===== config.mk =====
export PLATFORM = sky130hd
export DESIGN_NAME = accel_double_integrator_top
export DESIGN_NICKNAME = d
export VERILOG_FILES = /design/src/rtl/adi_pkg.sv /design/src/rtl/adi_sermul.sv /design/src/rtl/adi_lane.sv /design/src/rtl/adi_ctrl.sv /design/src/rtl/accel_double_integrator_top.sv
export SDC_FILE = /design/constraint.sdc
export NUM_CORES = 2
export LEC_CHECK = 0
export BUFFER_PORTS_ARGS = -buffer_cell sky130_fd_sc_hd__buf_2
export CORE_MARGIN = 2
export CORE_UTILIZATION = 40
export DETAILED_ROUTE_END_ITERATION = 7
export HOLD_SLACK_MARGIN = 0.12
export PLACE_DENSITY_LB_ADDON = 0.12
export SLEW_MARGIN = 10
export SYNTH_ARGS = -nofsm -noshare
export SYNTH_HDL_FRONTEND = slang
export SYNTH_SLANG_ARGS = --single-unit

===== constraint.sdc =====
create_clock -name clk -period 46 [get_ports clk]
set_clock_uncertainty 0.15 [all_clocks]
set_input_delay 4.6 -clock clk [delete_from_list [all_inputs] [get_ports clk]]
set_output_delay 4.6 -clock clk [all_outputs]
set_load 0.02 [all_outputs]

===== src/rtl/adi_pkg.sv =====
// ----------------------------------------------------------------------------
// adi_pkg
// Shared widths, reset values, codes and control types of the accelerometer
// double integrator.
// ----------------------------------------------------------------------------
package adi_pkg;

  // Number of computed axes; result fields of higher axes read as zero.
  localparam int AXES       = 3;
  localparam int AXIS_PORTS = 3;

  // Field and register widths.
  localparam int SAMPLE_W   = 16;
  localparam int OFFSET_W   = 16;
  localparam int SCALE_W    = 16;
  localparam int STEP_W     = 16;
  localparam int BLEND_W    = 17;
  localparam int FLOOR_W    = 31;
  localparam int CFG_DATA_W = 31;
  localparam int CFG_ADDR_W = 3;
  localparam int VEL_W      = 32;
  localparam int DIST_W     = 48;

  // Intermediate widths of one axis.
  localparam int FRAC       = 16;         // fractional bits of the Q formats
  localparam int DIFF_W     = 17;         // sample minus offset
  localparam int ACC_W      = 24;         // Q8.16 acceleration
  localparam int P1_W       = 40;         // acceleration times step time
  localparam int R1_W       = 25;         // rounded velocity increment
  localparam int Q_W        = 40;         // rounded second-order distance term

  // Bit-serial multiplier sizes.
  localparam int MC_W       = 40;
  localparam int MR_W       = 17;
  localparam int HI_W       = 42;
  localparam int PROD_W     = HI_W + MR_W;
  localparam int CNT_W      = $clog2(MR_W);

  // Register reset values.
  localparam logic [SCALE_W-1:0] SCALE_RST = 16'd2571;
  localparam logic [STEP_W-1:0]  STEP_RST  = 16'd3277;
  localparam logic [BLEND_W-1:0] BLEND_RST = 17'd52429;
  localparam logic [BLEND_W-1:0] BLEND_ONE = 17'd65536;
  localparam logic [FLOOR_W-1:0] FLOOR_RST = 31'd655;

  // Accumulator preloads that fold rounding constants into the products.
  localparam logic [HI_W-1:0] PRE_HALF16 = HI_W'(64'h0000_0000_8000);
  localparam logic [HI_W-1:0] PRE_DIST2  = HI_W'(64'h0001_0001_0000);

  // Configuration register indexes.
  typedef enum logic [CFG_ADDR_W-1:0] {
    CFG_OFFSET_X     = 3'd0,
    CFG_OFFSET_Y     = 3'd1,
    CFG_OFFSET_Z     = 3'd2,
    CFG_COUNT_SCALE  = 3'd3,
    CFG_STEP_TIME    = 3'd4,
    CFG_BLEND_WEIGHT = 3'd5,
    CFG_SPEED_FLOOR  = 3'd6
  } cfg_idx_t;

  // Sequencer states.
  typedef enum logic [2:0] {
    ST_IDLE,
    ST_LOAD,
    ST_MUL,
    ST_POST,
    ST_WRITE
  } state_t;

  // Products formed per axis, in order.
  typedef enum logic [2:0] {
    OP_SCALE,     // (sample - offset) * count_scale
    OP_VEL,       // acceleration * step_time
    OP_BLEND,     // velocity increment * blend_weight
    OP_DIST2,     // (acceleration * step_time) * step_time
    OP_DIST1      // prior velocity * step_time
  } op_t;

  // Strobes from the sequencer to the axis lanes.
  typedef struct packed {
    logic capture;
    logic load;
    logic step;
    logic post;
    logic commit;
    op_t  op;
  } lane_ctl_t;

endpackage


===== src/rtl/adi_sermul.sv =====
// ----------------------------------------------------------------------------
// adi_sermul
// Bit-serial multiplier: signed multiplicand times unsigned multiplier, one
// multiplier bit per cycle while step is high, with an addend preloaded into the accumulator.
// ----------------------------------------------------------------------------
module adi_sermul (
  input  logic                               clk,
  input  logic                               load,
  input  logic                               step,
  input  logic signed [adi_pkg::MC_W-1:0]    mcand,
  input  logic        [adi_pkg::MR_W-1:0]    mplier,
  input  logic        [adi_pkg::HI_W-1:0]    preload,
  output logic signed [adi_pkg::PROD_W-1:0]  prod
);

  logic signed [adi_pkg::MC_W-1:0] mc_r;
  logic        [adi_pkg::MR_W-1:0] mr_r;
  logic        [adi_pkg::MR_W-1:0] mr_nxt;
  logic signed [adi_pkg::HI_W-1:0] hi_r;
  logic signed [adi_pkg::HI_W-1:0] hi_nxt;
  logic        [adi_pkg::MR_W-1:0] lo_r;
  logic        [adi_pkg::MR_W-1:0] lo_nxt;
  logic signed [adi_pkg::HI_W:0]   addend;
  logic signed [adi_pkg::HI_W:0]   sum;

  // Add the multiplicand when the current multiplier bit is set, then shift
  // the partial product one place into the low word.
  always_comb begin
    addend = mr_r[0] ? (adi_pkg::HI_W + 1)'(mc_r) : '0;
    sum    = (adi_pkg::HI_W + 1)'(hi_r) + addend;
    hi_nxt = sum[adi_pkg::HI_W:1];
    lo_nxt = {sum[0], lo_r[adi_pkg::MR_W-1:1]};
    mr_nxt = mr_r >> 1;
  end

  always_ff @(posedge clk) begin
    if (load) begin
      mc_r <= mcand;
      mr_r <= mplier;
      hi_r <= preload;
      lo_r <= '0;
    end else if (step) begin
      hi_r <= hi_nxt;
      lo_r <= lo_nxt;
      mr_r <= mr_nxt;
    end
  end

  assign prod = {hi_r, lo_r};

endmodule


===== src/rtl/adi_lane.sv =====
// ----------------------------------------------------------------------------
// adi_lane
// Datapath of one axis: offset removal, scaling, velocity integration with
// blend and dead zone, distance update, and the axis result register.
// ----------------------------------------------------------------------------
module adi_lane (
  input  logic                                  clk,
  input  logic                                  rst_n,
  input  adi_pkg::lane_ctl_t                    ctl,
  input  logic signed [adi_pkg::SAMPLE_W-1:0]   sample,
  input  logic signed [adi_pkg::OFFSET_W-1:0]   offset,
  input  logic        [adi_pkg::SCALE_W-1:0]    count_scale,
  input  logic        [adi_pkg::STEP_W-1:0]     step_time,
  input  logic        [adi_pkg::BLEND_W-1:0]    blend_weight,
  input  logic        [adi_pkg::FLOOR_W-1:0]    speed_floor,
  output logic signed [adi_pkg::DIST_W-1:0]     distance,
  output logic signed [adi_pkg::VEL_W-1:0]      vel
);

  localparam int ACC_HI = adi_pkg::ACC_W - 1;

  // Working registers of the current sample.
  logic signed [adi_pkg::DIFF_W-1:0] diff_r;
  logic signed [adi_pkg::ACC_W-1:0]  acc_r;
  logic signed [adi_pkg::P1_W-1:0]   p1_r;
  logic signed [adi_pkg::R1_W-1:0]   r1_r;
  logic signed [adi_pkg::VEL_W-1:0]  vf_r;
  logic signed [adi_pkg::Q_W-1:0]    q_r;

  // Axis state and result register.
  logic signed [adi_pkg::VEL_W-1:0]  pv_r;
  logic signed [adi_pkg::DIST_W-1:0] pd_r;
  logic signed [adi_pkg::VEL_W-1:0]  out_vel_r;
  logic signed [adi_pkg::DIST_W-1:0] out_dist_r;

  // Multiplier operands and product.
  logic signed [adi_pkg::MC_W-1:0]   mcand;
  logic        [adi_pkg::MR_W-1:0]   mplier;
  logic        [adi_pkg::HI_W-1:0]   preload;
  logic signed [adi_pkg::PROD_W-1:0] prod;

  // Post-processing values.
  logic        [adi_pkg::PROD_W-ACC_HI-1:0] acc_top;
  logic signed [adi_pkg::ACC_W-1:0]  acc_sat;
  logic        [adi_pkg::P1_W:0]     r1_sum;
  logic signed [adi_pkg::R1_W-1:0]   blend_inc;
  logic signed [adi_pkg::VEL_W:0]    vel_sum;
  logic signed [adi_pkg::VEL_W-1:0]  vel_sat;
  logic        [adi_pkg::VEL_W-1:0]  vel_neg;
  logic        [adi_pkg::VEL_W-1:0]  vel_mag;
  logic signed [adi_pkg::VEL_W-1:0]  vel_zone;
  logic signed [adi_pkg::DIST_W-adi_pkg::FRAC:0] dist_inc;
  logic signed [adi_pkg::DIST_W:0]   dist_sum;
  logic signed [adi_pkg::DIST_W-1:0] dist_sat;

  // Operand selection for the product about to start.
  always_comb begin
    unique case (ctl.op)
      adi_pkg::OP_SCALE: begin
        mcand   = adi_pkg::MC_W'(diff_r);
        mplier  = adi_pkg::MR_W'(count_scale);
        preload = '0;
      end
      adi_pkg::OP_VEL: begin
        mcand   = adi_pkg::MC_W'(acc_r);
        mplier  = adi_pkg::MR_W'(step_time);
        preload = '0;
      end
      adi_pkg::OP_BLEND: begin
        mcand   = adi_pkg::MC_W'(r1_r);
        mplier  = blend_weight;
        preload = adi_pkg::PRE_HALF16;
      end
      adi_pkg::OP_DIST2: begin
        mcand   = p1_r;
        mplier  = adi_pkg::MR_W'(step_time);
        preload = adi_pkg::PRE_DIST2;
      end
      adi_pkg::OP_DIST1: begin
        mcand   = adi_pkg::MC_W'(pv_r);
        mplier  = adi_pkg::MR_W'(step_time);
        preload = adi_pkg::HI_W'(q_r);
      end
      default: begin
        mcand   = '0;
        mplier  = '0;
        preload = '0;
      end
    endcase
  end

  adi_sermul u_sermul (
    .clk     (clk),
    .load    (ctl.load),
    .step    (ctl.step),
    .mcand   (mcand),
    .mplier  (mplier),
    .preload (preload),
    .prod    (prod)
  );

  // Acceleration saturates to Q8.16 when the bits above it disagree.
  always_comb begin
    acc_top = prod[adi_pkg::PROD_W-1:ACC_HI];
    if ((&acc_top) || !(|acc_top)) begin
      acc_sat = prod[adi_pkg::ACC_W-1:0];
    end else if (prod[adi_pkg::PROD_W-1]) begin
      acc_sat = {1'b1, {(adi_pkg::ACC_W-1){1'b0}}};
    end else begin
      acc_sat = {1'b0, {(adi_pkg::ACC_W-1){1'b1}}};
    end
  end

  // Velocity increment rounded half up to Q9.16.
  assign r1_sum = prod[adi_pkg::P1_W:0] + (adi_pkg::P1_W + 1)'(adi_pkg::PRE_HALF16);

  // Blended velocity: prior velocity plus the weighted, rounded increment.
  always_comb begin
    blend_inc = prod[adi_pkg::R1_W+adi_pkg::FRAC-1:adi_pkg::FRAC];
    vel_sum   = (adi_pkg::VEL_W + 1)'(pv_r) + (adi_pkg::VEL_W + 1)'(blend_inc);
    if (vel_sum[adi_pkg::VEL_W] == vel_sum[adi_pkg::VEL_W-1]) begin
      vel_sat = vel_sum[adi_pkg::VEL_W-1:0];
    end else if (vel_sum[adi_pkg::VEL_W]) begin
      vel_sat = {1'b1, {(adi_pkg::VEL_W-1){1'b0}}};
    end else begin
      vel_sat = {1'b0, {(adi_pkg::VEL_W-1){1'b1}}};
    end
  end

  // Dead zone: magnitudes below the floor become zero.
  always_comb begin
    vel_neg  = '0 - vf_r;
    vel_mag  = vf_r[adi_pkg::VEL_W-1] ? vel_neg : vf_r;
    vel_zone = (vel_mag < adi_pkg::VEL_W'(speed_floor)) ? '0 : vf_r;
  end

  // New distance: prior distance plus the rounded increment, saturated.
  always_comb begin
    dist_inc = prod[adi_pkg::DIST_W:adi_pkg::FRAC];
    dist_sum = (adi_pkg::DIST_W + 1)'(pd_r) + (adi_pkg::DIST_W + 1)'(dist_inc);
    if (dist_sum[adi_pkg::DIST_W] == dist_sum[adi_pkg::DIST_W-1]) begin
      dist_sat = dist_sum[adi_pkg::DIST_W-1:0];
    end else if (dist_sum[adi_pkg::DIST_W]) begin
      dist_sat = {1'b1, {(adi_pkg::DIST_W-1){1'b0}}};
    end else begin
      dist_sat = {1'b0, {(adi_pkg::DIST_W-1){1'b1}}};
    end
  end

  // Working registers, written as each product finishes.
  always_ff @(posedge clk) begin
    if (ctl.capture) begin
      diff_r <= adi_pkg::DIFF_W'(sample) - adi_pkg::DIFF_W'(offset);
    end
    if (ctl.post) begin
      case (ctl.op)
        adi_pkg::OP_SCALE: begin
          acc_r <= acc_sat;
        end
        adi_pkg::OP_VEL: begin
          p1_r <= prod[adi_pkg::P1_W-1:0];
          r1_r <= r1_sum[adi_pkg::P1_W:adi_pkg::FRAC];
        end
        adi_pkg::OP_BLEND: begin
          vf_r <= vel_sat;
        end
        adi_pkg::OP_DIST2: begin
          q_r  <= prod[adi_pkg::Q_W+adi_pkg::FRAC:adi_pkg::FRAC+1];
          vf_r <= vel_zone;
        end
        default: begin
        end
      endcase
    end
  end

  // Velocity and distance state, updated once the last product is done.
  always_ff @(posedge clk) begin
    if (!rst_n) begin
      pv_r <= '0;
      pd_r <= '0;
    end else if (ctl.post && (ctl.op == adi_pkg::OP_DIST1)) begin
      pv_r <= vf_r;
      pd_r <= dist_sat;
    end
  end

  // Result register, loaded when the output slot is free.
  always_ff @(posedge clk) begin
    if (ctl.commit) begin
      out_vel_r  <= pv_r;
      out_dist_r <= pd_r;
    end
  end

  assign vel      = out_vel_r;
  assign distance = out_dist_r;

endmodule


===== src/rtl/adi_ctrl.sv =====
// ----------------------------------------------------------------------------
// adi_ctrl
// Sequencer shared by the axis lanes: input handshake, the five serial
// products per sample, and the output valid register.
// ----------------------------------------------------------------------------
module adi_ctrl (
  input  logic               clk,
  input  logic               rst_n,
  input  logic               in_valid,
  output logic               in_stall,
  output logic               out_valid,
  input  logic               out_stall,
  output adi_pkg::lane_ctl_t ctl
);

  localparam logic [adi_pkg::CNT_W-1:0] LAST_BIT = adi_pkg::CNT_W'(adi_pkg::MR_W - 1);

  adi_pkg::state_t                state_r;
  adi_pkg::state_t                state_nxt;
  adi_pkg::op_t                   op_r;
  adi_pkg::op_t                   op_nxt;
  adi_pkg::op_t                   op_succ;
  logic [adi_pkg::CNT_W-1:0]      cnt_r;
  logic [adi_pkg::CNT_W-1:0]      cnt_nxt;
  logic                           out_valid_r;
  logic                           out_valid_nxt;
  logic                           slot_free;

  // The result register can take a new request when empty or being drained.
  assign slot_free = !out_valid_r || !out_stall;

  // Order of the products within one sample.
  always_comb begin
    unique case (op_r)
      adi_pkg::OP_SCALE: op_succ = adi_pkg::OP_VEL;
      adi_pkg::OP_VEL:   op_succ = adi_pkg::OP_BLEND;
      adi_pkg::OP_BLEND: op_succ = adi_pkg::OP_DIST2;
      adi_pkg::OP_DIST2: op_succ = adi_pkg::OP_DIST1;
      default:           op_succ = adi_pkg::OP_SCALE;
    endcase
  end

  // Next state.
  always_comb begin
    state_nxt = state_r;
    unique case (state_r)
      adi_pkg::ST_IDLE: begin
        if (in_valid) begin
          state_nxt = adi_pkg::ST_LOAD;
        end
      end
      adi_pkg::ST_LOAD: begin
        state_nxt = adi_pkg::ST_MUL;
      end
      adi_pkg::ST_MUL: begin
        if (cnt_r == LAST_BIT) begin
          state_nxt = adi_pkg::ST_POST;
        end
      end
      adi_pkg::ST_POST: begin
        if (op_r == adi_pkg::OP_DIST1) begin
          state_nxt = adi_pkg::ST_WRITE;
        end else begin
          state_nxt = adi_pkg::ST_LOAD;
        end
      end
      adi_pkg::ST_WRITE: begin
        if (slot_free) begin
          state_nxt = adi_pkg::ST_IDLE;
        end
      end
      default: begin
        state_nxt = adi_pkg::ST_IDLE;
      end
    endcase
  end

  // Outputs of the state machine.
  always_comb begin
    in_stall    = 1'b1;
    ctl.capture = 1'b0;
    ctl.load    = 1'b0;
    ctl.step    = 1'b0;
    ctl.post    = 1'b0;
    ctl.commit  = 1'b0;
    ctl.op      = op_r;
    unique case (state_r)
      adi_pkg::ST_IDLE: begin
        in_stall    = 1'b0;
        ctl.capture = in_valid;
      end
      adi_pkg::ST_LOAD: begin
        ctl.load = 1'b1;
      end
      adi_pkg::ST_MUL: begin
        ctl.step = 1'b1;
      end
      adi_pkg::ST_POST: begin
        ctl.post = 1'b1;
      end
      adi_pkg::ST_WRITE: begin
        ctl.commit = slot_free;
      end
      default: begin
      end
    endcase
  end

  // Product index and bit counter.
  always_comb begin
    op_nxt  = op_r;
    cnt_nxt = cnt_r;
    if (ctl.capture) begin
      op_nxt = adi_pkg::OP_SCALE;
    end else if (ctl.post) begin
      op_nxt = op_succ;
    end
    if (ctl.load) begin
      cnt_nxt = '0;
    end else if (ctl.step) begin
      cnt_nxt = cnt_r + 1'b1;
    end
  end

  // Output valid: set by a new result, cleared when the request is taken.
  always_comb begin
    out_valid_nxt = out_valid_r;
    if (ctl.commit) begin
      out_valid_nxt = 1'b1;
    end else if (out_valid_r && !out_stall) begin
      out_valid_nxt = 1'b0;
    end
  end

  always_ff @(posedge clk) begin
    if (!rst_n) begin
      state_r     <= adi_pkg::ST_IDLE;
      op_r        <= adi_pkg::OP_SCALE;
      cnt_r       <= '0;
      out_valid_r <= 1'b0;
    end else begin
      state_r     <= state_nxt;
      op_r        <= op_nxt;
      cnt_r       <= cnt_nxt;
      out_valid_r <= out_valid_nxt;
    end
  end

  assign out_valid = out_valid_r;

endmodule


===== src/rtl/accel_double_integrator_top.sv =====
// ----------------------------------------------------------------------------
// accel_double_integrator_top
// Dead reckoning from a three-axis accelerometer: per axis, offset removal,
// scaling, blended velocity with dead zone, and saturating distance.
//
//   Channel  Handshake             Payload
//   in       in_valid / in_stall   in_sample_x, in_sample_y, in_sample_z
//   out      out_valid / out_stall out_dist_x/y/z, out_vel_x/y/z
//   cfg      cfg_we                cfg_addr, cfg_wdata
//
// From acceptance to a valid result, each axis lane forms five products in
// sequence on one bit-serial multiplier, each product taking a load step,
// one shift-add step per multiplier bit and a post step; then the result
// register loads. The axes run in parallel. A new sample is accepted the
// cycle after the result loads, so the block takes no new sample while one
// is still being computed.
// Synchronous rst_n restores register defaults and clears velocity and
// distance. While out_stall holds a result, one further sample is accepted
// and computed, then waits until the result register frees up.
// ----------------------------------------------------------------------------
module accel_double_integrator_top (
  input  logic                                  clk,
  input  logic                                  rst_n,
  input  logic                                  in_valid,
  output logic                                  in_stall,
  input  logic signed [adi_pkg::SAMPLE_W-1:0]   in_sample_x,
  input  logic signed [adi_pkg::SAMPLE_W-1:0]   in_sample_y,
  input  logic signed [adi_pkg::SAMPLE_W-1:0]   in_sample_z,
  output logic                                  out_valid,
  input  logic                                  out_stall,
  output logic signed [adi_pkg::DIST_W-1:0]     out_dist_x,
  output logic signed [adi_pkg::DIST_W-1:0]     out_dist_y,
  output logic signed [adi_pkg::DIST_W-1:0]     out_dist_z,
  output logic signed [adi_pkg::VEL_W-1:0]      out_vel_x,
  output logic signed [adi_pkg::VEL_W-1:0]      out_vel_y,
  output logic signed [adi_pkg::VEL_W-1:0]      out_vel_z,
  input  logic                                  cfg_we,
  input  logic        [adi_pkg::CFG_ADDR_W-1:0] cfg_addr,
  input  logic        [adi_pkg::CFG_DATA_W-1:0] cfg_wdata
);

  logic signed [adi_pkg::OFFSET_W-1:0] offset_r [adi_pkg::AXIS_PORTS];
  logic        [adi_pkg::SCALE_W-1:0]  scale_r;
  logic        [adi_pkg::STEP_W-1:0]   step_r;
  logic        [adi_pkg::BLEND_W-1:0]  blend_r;
  logic        [adi_pkg::FLOOR_W-1:0]  floor_r;
  logic        [adi_pkg::BLEND_W-1:0]  blend_wr;

  logic signed [adi_pkg::SAMPLE_W-1:0] sample_w [adi_pkg::AXIS_PORTS];
  logic signed [adi_pkg::DIST_W-1:0]   dist_w   [adi_pkg::AXIS_PORTS];
  logic signed [adi_pkg::VEL_W-1:0]    vel_w    [adi_pkg::AXIS_PORTS];

  adi_pkg::lane_ctl_t                  ctl;

  // Blend weights above one are held at one.
  assign blend_wr = (cfg_wdata[adi_pkg::BLEND_W-1:0] > adi_pkg::BLEND_ONE) ?
                    adi_pkg::BLEND_ONE : cfg_wdata[adi_pkg::BLEND_W-1:0];

  // Configuration registers; writes to unused indexes are dropped.
  always_ff @(posedge clk) begin
    if (!rst_n) begin
      offset_r[0] <= '0;
      offset_r[1] <= '0;
      offset_r[2] <= '0;
      scale_r     <= adi_pkg::SCALE_RST;
      step_r      <= adi_pkg::STEP_RST;
      blend_r     <= adi_pkg::BLEND_RST;
      floor_r     <= adi_pkg::FLOOR_RST;
    end else if (cfg_we) begin
      unique case (cfg_addr)
        adi_pkg::CFG_OFFSET_X:     offset_r[0] <= cfg_wdata[adi_pkg::OFFSET_W-1:0];
        adi_pkg::CFG_OFFSET_Y:     offset_r[1] <= cfg_wdata[adi_pkg::OFFSET_W-1:0];
        adi_pkg::CFG_OFFSET_Z:     offset_r[2] <= cfg_wdata[adi_pkg::OFFSET_W-1:0];
        adi_pkg::CFG_COUNT_SCALE:  scale_r     <= cfg_wdata[adi_pkg::SCALE_W-1:0];
        adi_pkg::CFG_STEP_TIME:    step_r      <= cfg_wdata[adi_pkg::STEP_W-1:0];
        adi_pkg::CFG_BLEND_WEIGHT: blend_r     <= blend_wr;
        adi_pkg::CFG_SPEED_FLOOR:  floor_r     <= cfg_wdata[adi_pkg::FLOOR_W-1:0];
        default: begin
        end
      endcase
    end
  end

  // Sequencer.
  adi_ctrl u_ctrl (
    .clk       (clk),
    .rst_n     (rst_n),
    .in_valid  (in_valid),
    .in_stall  (in_stall),
    .out_valid (out_valid),
    .out_stall (out_stall),
    .ctl       (ctl)
  );

  assign sample_w[0] = in_sample_x;
  assign sample_w[1] = in_sample_y;
  assign sample_w[2] = in_sample_z;

  // One lane per computed axis; the rest read as zero.
  for (genvar i = 0; i < adi_pkg::AXIS_PORTS; i++) begin : g_axis
    if (i < adi_pkg::AXES) begin : g_lane
      adi_lane u_lane (
        .clk          (clk),
        .rst_n        (rst_n),
        .ctl          (ctl),
        .sample       (sample_w[i]),
        .offset       (offset_r[i]),
        .count_scale  (scale_r),
        .step_time    (step_r),
        .blend_weight (blend_r),
        .speed_floor  (floor_r),
        .distance     (dist_w[i]),
        .vel          (vel_w[i])
      );
    end else begin : g_none
      assign dist_w[i] = '0;
      assign vel_w[i]  = '0;
    end
  end

  assign out_dist_x = dist_w[0];
  assign out_dist_y = dist_w[1];
  assign out_dist_z = dist_w[2];
  assign out_vel_x  = vel_w[0];
  assign out_vel_y  = vel_w[1];
  assign out_vel_z  = vel_w[2];

endmodule


# Yosys cells after proc, flatten, opt, wreduce, memory -nomap -nowiden
# Memories as Yosys holds them, arrays and structs flattened.
# Cells that the tools add are included.
[op_classes]
order_cmp = 4
add_sub_neg = 19
eq_ne = 27
bitwise = 4
n_shift = 0
n_mux = 80
n_div = 0
n_mul = 0
n_reduce_logical = 37
[ops]
columns = ["cell", "count"]
rows = [
  ["$pmux W40 S5", 3],
  ["$mux W32", 12],
  ["$pmux W42 S3", 3],
  ["$mux W48", 6],
  ["$mux W42", 6],
  ["$pmux W32 S2", 3],
  ["$add A48 B33 Y49", 3],
  ["$mux W24", 6],
  ["$add A42 B43 Y43", 3],
  ["$mux W43", 3],
  ["$add A41 B16 Y41 const B", 3],
  ["$mux W17", 7],
  ["$reduce_and A36 Y1", 3],
  ["$reduce_or A36 Y1", 3],
  ["$add A32 B25 Y33", 3],
  ["$lt A32 B31 Y1", 3],
  ["$sub A1 B32 Y32 const A", 3],
  ["$pmux W17 S3", 1],
  ["$sub A16 B16 Y17", 3],
  ["$mux W16", 3],
  ["$mux W1", 21],
  ["$eq A3 B2 Y1 const B", 6],
  ["$gt A17 B17 Y1 const B", 1],
  ["$eq A3 B3 Y1 const B", 5],
  ["20 further kinds", 58],
]
[word_totals]
ramBits = 48
rom_bits = 0
memories = 1
input_bits = 87
register_bits = 1454
output_inout_bits = 242
wordCells = 222
latch_bits = 0
[memory_table]
columns = ["name", "depth", "width", "read_ports", "rd_clocked_by_memory_dff", "wr", "line", "text"]
rows = [
  ["offset_r", 3, 16, 3, 0, 3, "accel_double_integrator_top.sv:42", "logic signed [adi_pkg::OFFSET_W-1:0] offset_r [adi_pkg::AXIS_PORTS];"],
]

# Longest topological paths before layout
[logic_depth]
ltp_word = 6
mapped_depth = 20
ltp_nobuf = 20

# Hierarchy
# From an unflattened synthesis, not the netlist that was laid out.
[hier_totals]
cells_unflattened = 8716
area_unflattened_um2 = 86773.2
[modules_own_cells]
columns = ["module", "instances", "seq_area_each_um2", "area_each_um2", "cells_per_inst"]
rows = [
  ["adi_lane (g_axis[0].g_lane.u_lane ...)", 2, 9349.0, 20250.7, 2079],
  ["adi_sermul", 3, 3313.2, 6904.1, 669],
  ["adi_lane (g_axis[2].g_lane.u_lane)", 1, 9349.0, 20300.7, 2042],
  ["accel_double_integrator_top", 1, 3042.9, 4683.2, 438],
  ["adi_ctrl", 1, 240.2, 575.6, 71],
]

# Worst setup path before layout
# Ideal clock, no wire load.
[synth_path]
kind = "input port to flip-flop"
startpoint = "input out_stall"
endpoint = "register g_axis[0].g_lane.u_lane.out_dist_r, in the netlist g_axis[0].g_lane.u_lane.distance[0], enable pin"
setup_time_ns = 0.922
path_buffers = 0
path_stages = 1
setup_slack_ns = 28.805
required_ns = 44.928
arrival_time_ns = 16.123
cell_sequence = "a21oi_1"
[synth_between]
elab_chain_len = 3
[synth_lines]
columns = ["item", "line", "text"]
rows = [
  ["from (decl)", "accel_double_integrator_top.sv:30", "input logic out_stall,"],
  ["$logic_not A1 Y1", "adi_ctrl.sv:30", "assign slot_free = !out_valid_r || !out_stall;"],
  ["$logic_or A1 B1 Y1", "adi_ctrl.sv:30", ""],
  ["$mux W1", "adi_ctrl.sv:87", "unique case (state_r)"],
  ["to (signal assigned)", "adi_lane.sv:192", "out_dist_r <= pd_r;"],
  ["to (decl)", "adi_lane.sv:34", "logic signed [adi_pkg::DIST_W-1:0] out_dist_r;"],
]
# Every way passes these cells.
# A chain may end at the register's enable or synchronous reset.

# Worst setup path after layout
[layout_path]
startpoint = "input in_sample_y[0] (netlist bit)"
endpoint = "register g_axis[1].g_lane.u_lane.diff_r[16] (netlist bit) (data pin)"
[layout_between]
elab_chain_len = 1
[layout_lines]
columns = ["item", "line", "text"]
rows = [
  ["from (decl)", "accel_double_integrator_top.sv:27", "input logic signed [adi_pkg::SAMPLE_W-1:0] in_sample_y,"],
  ["$sub A16 B16 Y17", "adi_lane.sv:153", "diff_r <= adi_pkg::DIFF_W'(sample) - adi_pkg::DIFF_W'(offset);"],
  ["to (signal assigned)", "adi_lane.sv:153", ""],
  ["to (decl)", "adi_lane.sv:23", "logic signed [adi_pkg::DIFF_W-1:0] diff_r;"],
]
# Every way passes these cells.

==> summary.md <==
| Metric | Value |
|---|---|
| Status | complete, no violations |
| Synth warnings | 0 |
| Final setup TNS | 0 ps |
| Post-synth EDFFs | 1,085 |
| Ys flop type | edfxtp_1 |
| Final nets | 8,650 |
| Initial Util | 40.31% |
| Clk slew on worst S/H paths | 60 ps |
| Synth unique cells | 90 |
| CTS tree | yes |
| Largest net degree at the start of global routing | 145 |
| Synth Register Bits | 1,468 |
| Crit share post-route | 16.06% |
| Vias in the first global route | 59,300 |
| Cell with the most instances after synthesis | edfxtp_1 |
| FF-to-FF Start | g_axis[1].g_lane.u_lane.u_sermul.mr_r[0] |
| Max FO, Critical Path | 3 |
| CP Launch Type | primary input |
| # DRC | 0 |
| GRT Residual Overflow | 0 |
| CTS Root Cell | clkbuf_16 |
| # port buffers | 328 |
| Fin. max-slew vios | 0 |
| HPWL after detailed placement | 182,400 um |
| Setup repair bufs after CTS | 0 |
| Clock insertion delay at the later pin of the skew report | 840 ps |
| Worst-Margin Slew | 1153 ps |
| Core Footprint | 0.1999 mm^2 |
| Pwr per Cell Area | 56.34 mW/mm^2 |
| Cells on worst reg2reg path | 18 |
| Start point of the critical path | in_sample_y[0] |
| Hold crit path type | reg -> reg |
| Antenna violations before repair | 18 |
| Hold buffers post-CTS | 0 |
| Critical path endpoint category | register |
| Most frequent cells after synthesis | edfxtp_1, nand2_1, a21oi_1 |
| P&R area growth vs syn | 12.92% |
| Cell area after synthesis | 0.08056 mm^2 |
| Die Y-Extent | 452.8 um |
| Die area | 0.2050 mm^2 |
| Post-cts resize count | 0 |
| Post-route ant nets | 0 |
| Arr. time, crit path | 7810 ps |
| Yosys top cell area share | 40.44% |
| TritonRoute pass-1 iters | 6 |
| Cells on Worst Hold Path | 2 |
| Hold Startpoint | scale_r[10] |
| WS Path Type | in -> reg |
| Max Clk Rate | 135.4 MHz |
| Share of cells above drive strength 1 | 10.51% |
| First-pass GRT wire length | 381,400 um |
| Peak supply drop | 0.00004155 V |
| Clock buffer depth | 3 |
| Final Hold Fails | 0 |
| Minimum clock period | 7386 ps |
| Synth area leaders | edfxtp_1, dfxtp_1, ha_1 |
| Critical Path RT | 46,430 ps |
| Tot GR Track Use | 24.49% |
| Syn avg cell area | 10.34 um^2 |
| I/O pin count | 329 |
| FFs w/ async S/R, synth | 0% |
| Post-Place Worst Slack | 37,830 ps |
| Vias per inst | 5.701 |
| Hold Slack | 306.2 ps |
| Via Count | 61,820 |
| Leak pwr | 34.26 nW |
| Slew margin rel. | 22.94% |
| H-tree levels | 4 |
| Mapped Cells | 7,793 |
| Sequential cell area fraction in the yosys report | 49.96% |
| Syn nets | 8,404 |
| CTS Sinks | 1,468 |
| Fin worst setup slack | 38,610 ps |
| Routed wire per std cell | 23.69 um |
| Iteration-0 DRC Markers | 5,241 |
| Rows | 164 |
| Final Core Density | 45.52% |
| Die width | 452.8 um |
| Unrepaired setup endpoints after global routing | false |
| Drt total wl | 256,900 um |
| Max-Cap Viols | 0 |
| CTS buffer count | 166 |
| Final setup violation count | 0 |
| Gpl congestion | 0.9038 |
| Total Power | 5.126 mW |
| Yosys top cell by area | edfxtp_1 |
==> kinds of logic (layout without fill, tap and decap cells) <==
group                      count (synthesis)  in the layout  synth area share, %
AOI/OAI and AO/OA                       2355           2355                18.01
and+or+nand+nor                         2059           2059                12.00
DFF                                     1468           1468                49.96
buffers and inverters                    635           1027                2.997
adders and majority gates                627            627                9.531
xor gates and xnor gates                 504            504                5.489
muxes                                    145            145                2.014
other                                      0              3                    0
==> area by class of cell <==
cell class | instances | area [um^2]
inverters | 260 | 988.4
diodes | 3 | 7.507
clock inverters | 92 | 1086
well taps | 2656 | 3323
multi-input cells | 5690 | 38090
repair buffers | 453 | 2611
flip-flops and latches | 1468 | 40260
fillers | 18940 | 108900
clock buffers | 222 | 4606
==> power breakdown <==
part           internal, mW  leakage [nW]  switching, mW
logic                 0.698          18.7           1.16
registers              1.69          12.8          0.181
clock network         0.812          2.78          0.583
==> per-stage QoR <==
| step | cell area [um^2] | std cells |
|---|---|---|
| 2_1_floorplan | 80560 | 7793 |
| 3_3_place_gp | 85270 | 10530 |
| 3_5_place_dp | 85270 | 10530 |
| 4_1_cts | 90960 | 10840 |
| 5_1_grt | 90970 | 10840 |
| 6_report | 90970 | 10840 |
==> final timing paths <==
check                                                                  to  slack (ps)
worst max-delay path                   g_axis[1].g_lane.u_lane.diff_r[16]       38610
worst min register to register                                scale_r[10]         310
worst max register to register  g_axis[0].g_lane.u_lane.u_sermul.hi_r[37]       40130
worst min-delay path                                          scale_r[10]         310
==> layer usage <==
metal / share of wire, % / track usage, % / vias up
met2: 47 / 39.95 / 1931
met1: 44 / 33.30 / 30120
met5: 0.026 / 0 / -
met4: 3.5 / 8.786 / 10
met3: 5.6 / 3.172 / 368
li1: - / - / 29380
==> cells in the final DEF, fill, tap and decap left out, types with 256 or more instances in the layout <==
| master | count |
|---|---|
| nand2_1 | 856 |
| o21ai_0 | 529 |
| nor2_1 | 359 |
| ha_1 | 512 |
| a21o_1 | 306 |
| buf_2 | 327 |
| xnor2_1 | 327 |
| a21oi_1 | 847 |
| dfxtp_1 | 380 |
| inv_1 | 256 |
| edfxtp_1 | 1085 |
==> critical path: stages <==
cell      delay [ps]
buf_2             90
inv_1             40
ha_1             210
fa_1             410
nor2b_1          120
o21ai_0          270
a21boi_0         360
o21ai_0          160
a21boi_0         250
o21ai_0          130
a21boi_0         270
o21a_1           160
nor2_1            70
o21ai_0          260
nand4_1          150
a32o_1           280
==> sequential cells by signal, summed over array words and instances (netlist names), 48 cells and up <==
signal	cells
g_axis.g_lane.u_lane.acc_r	72
g_axis.g_lane.u_lane.diff_r	51
g_axis.g_lane.u_lane.distance	144
g_axis.g_lane.u_lane.p1_r	120
g_axis.g_lane.u_lane.pd_r	144
g_axis.g_lane.u_lane.pv_r	96
g_axis.g_lane.u_lane.q_r	120
g_axis.g_lane.u_lane.r1_r	75
g_axis.g_lane.u_lane.u_sermul.hi_r	126
g_axis.g_lane.u_lane.u_sermul.lo_r	51
g_axis.g_lane.u_lane.u_sermul.mc_r	120
g_axis.g_lane.u_lane.vel	96
g_axis.g_lane.u_lane.vf_r	96
offset_r	48
(Power assumes the default switching activity.)
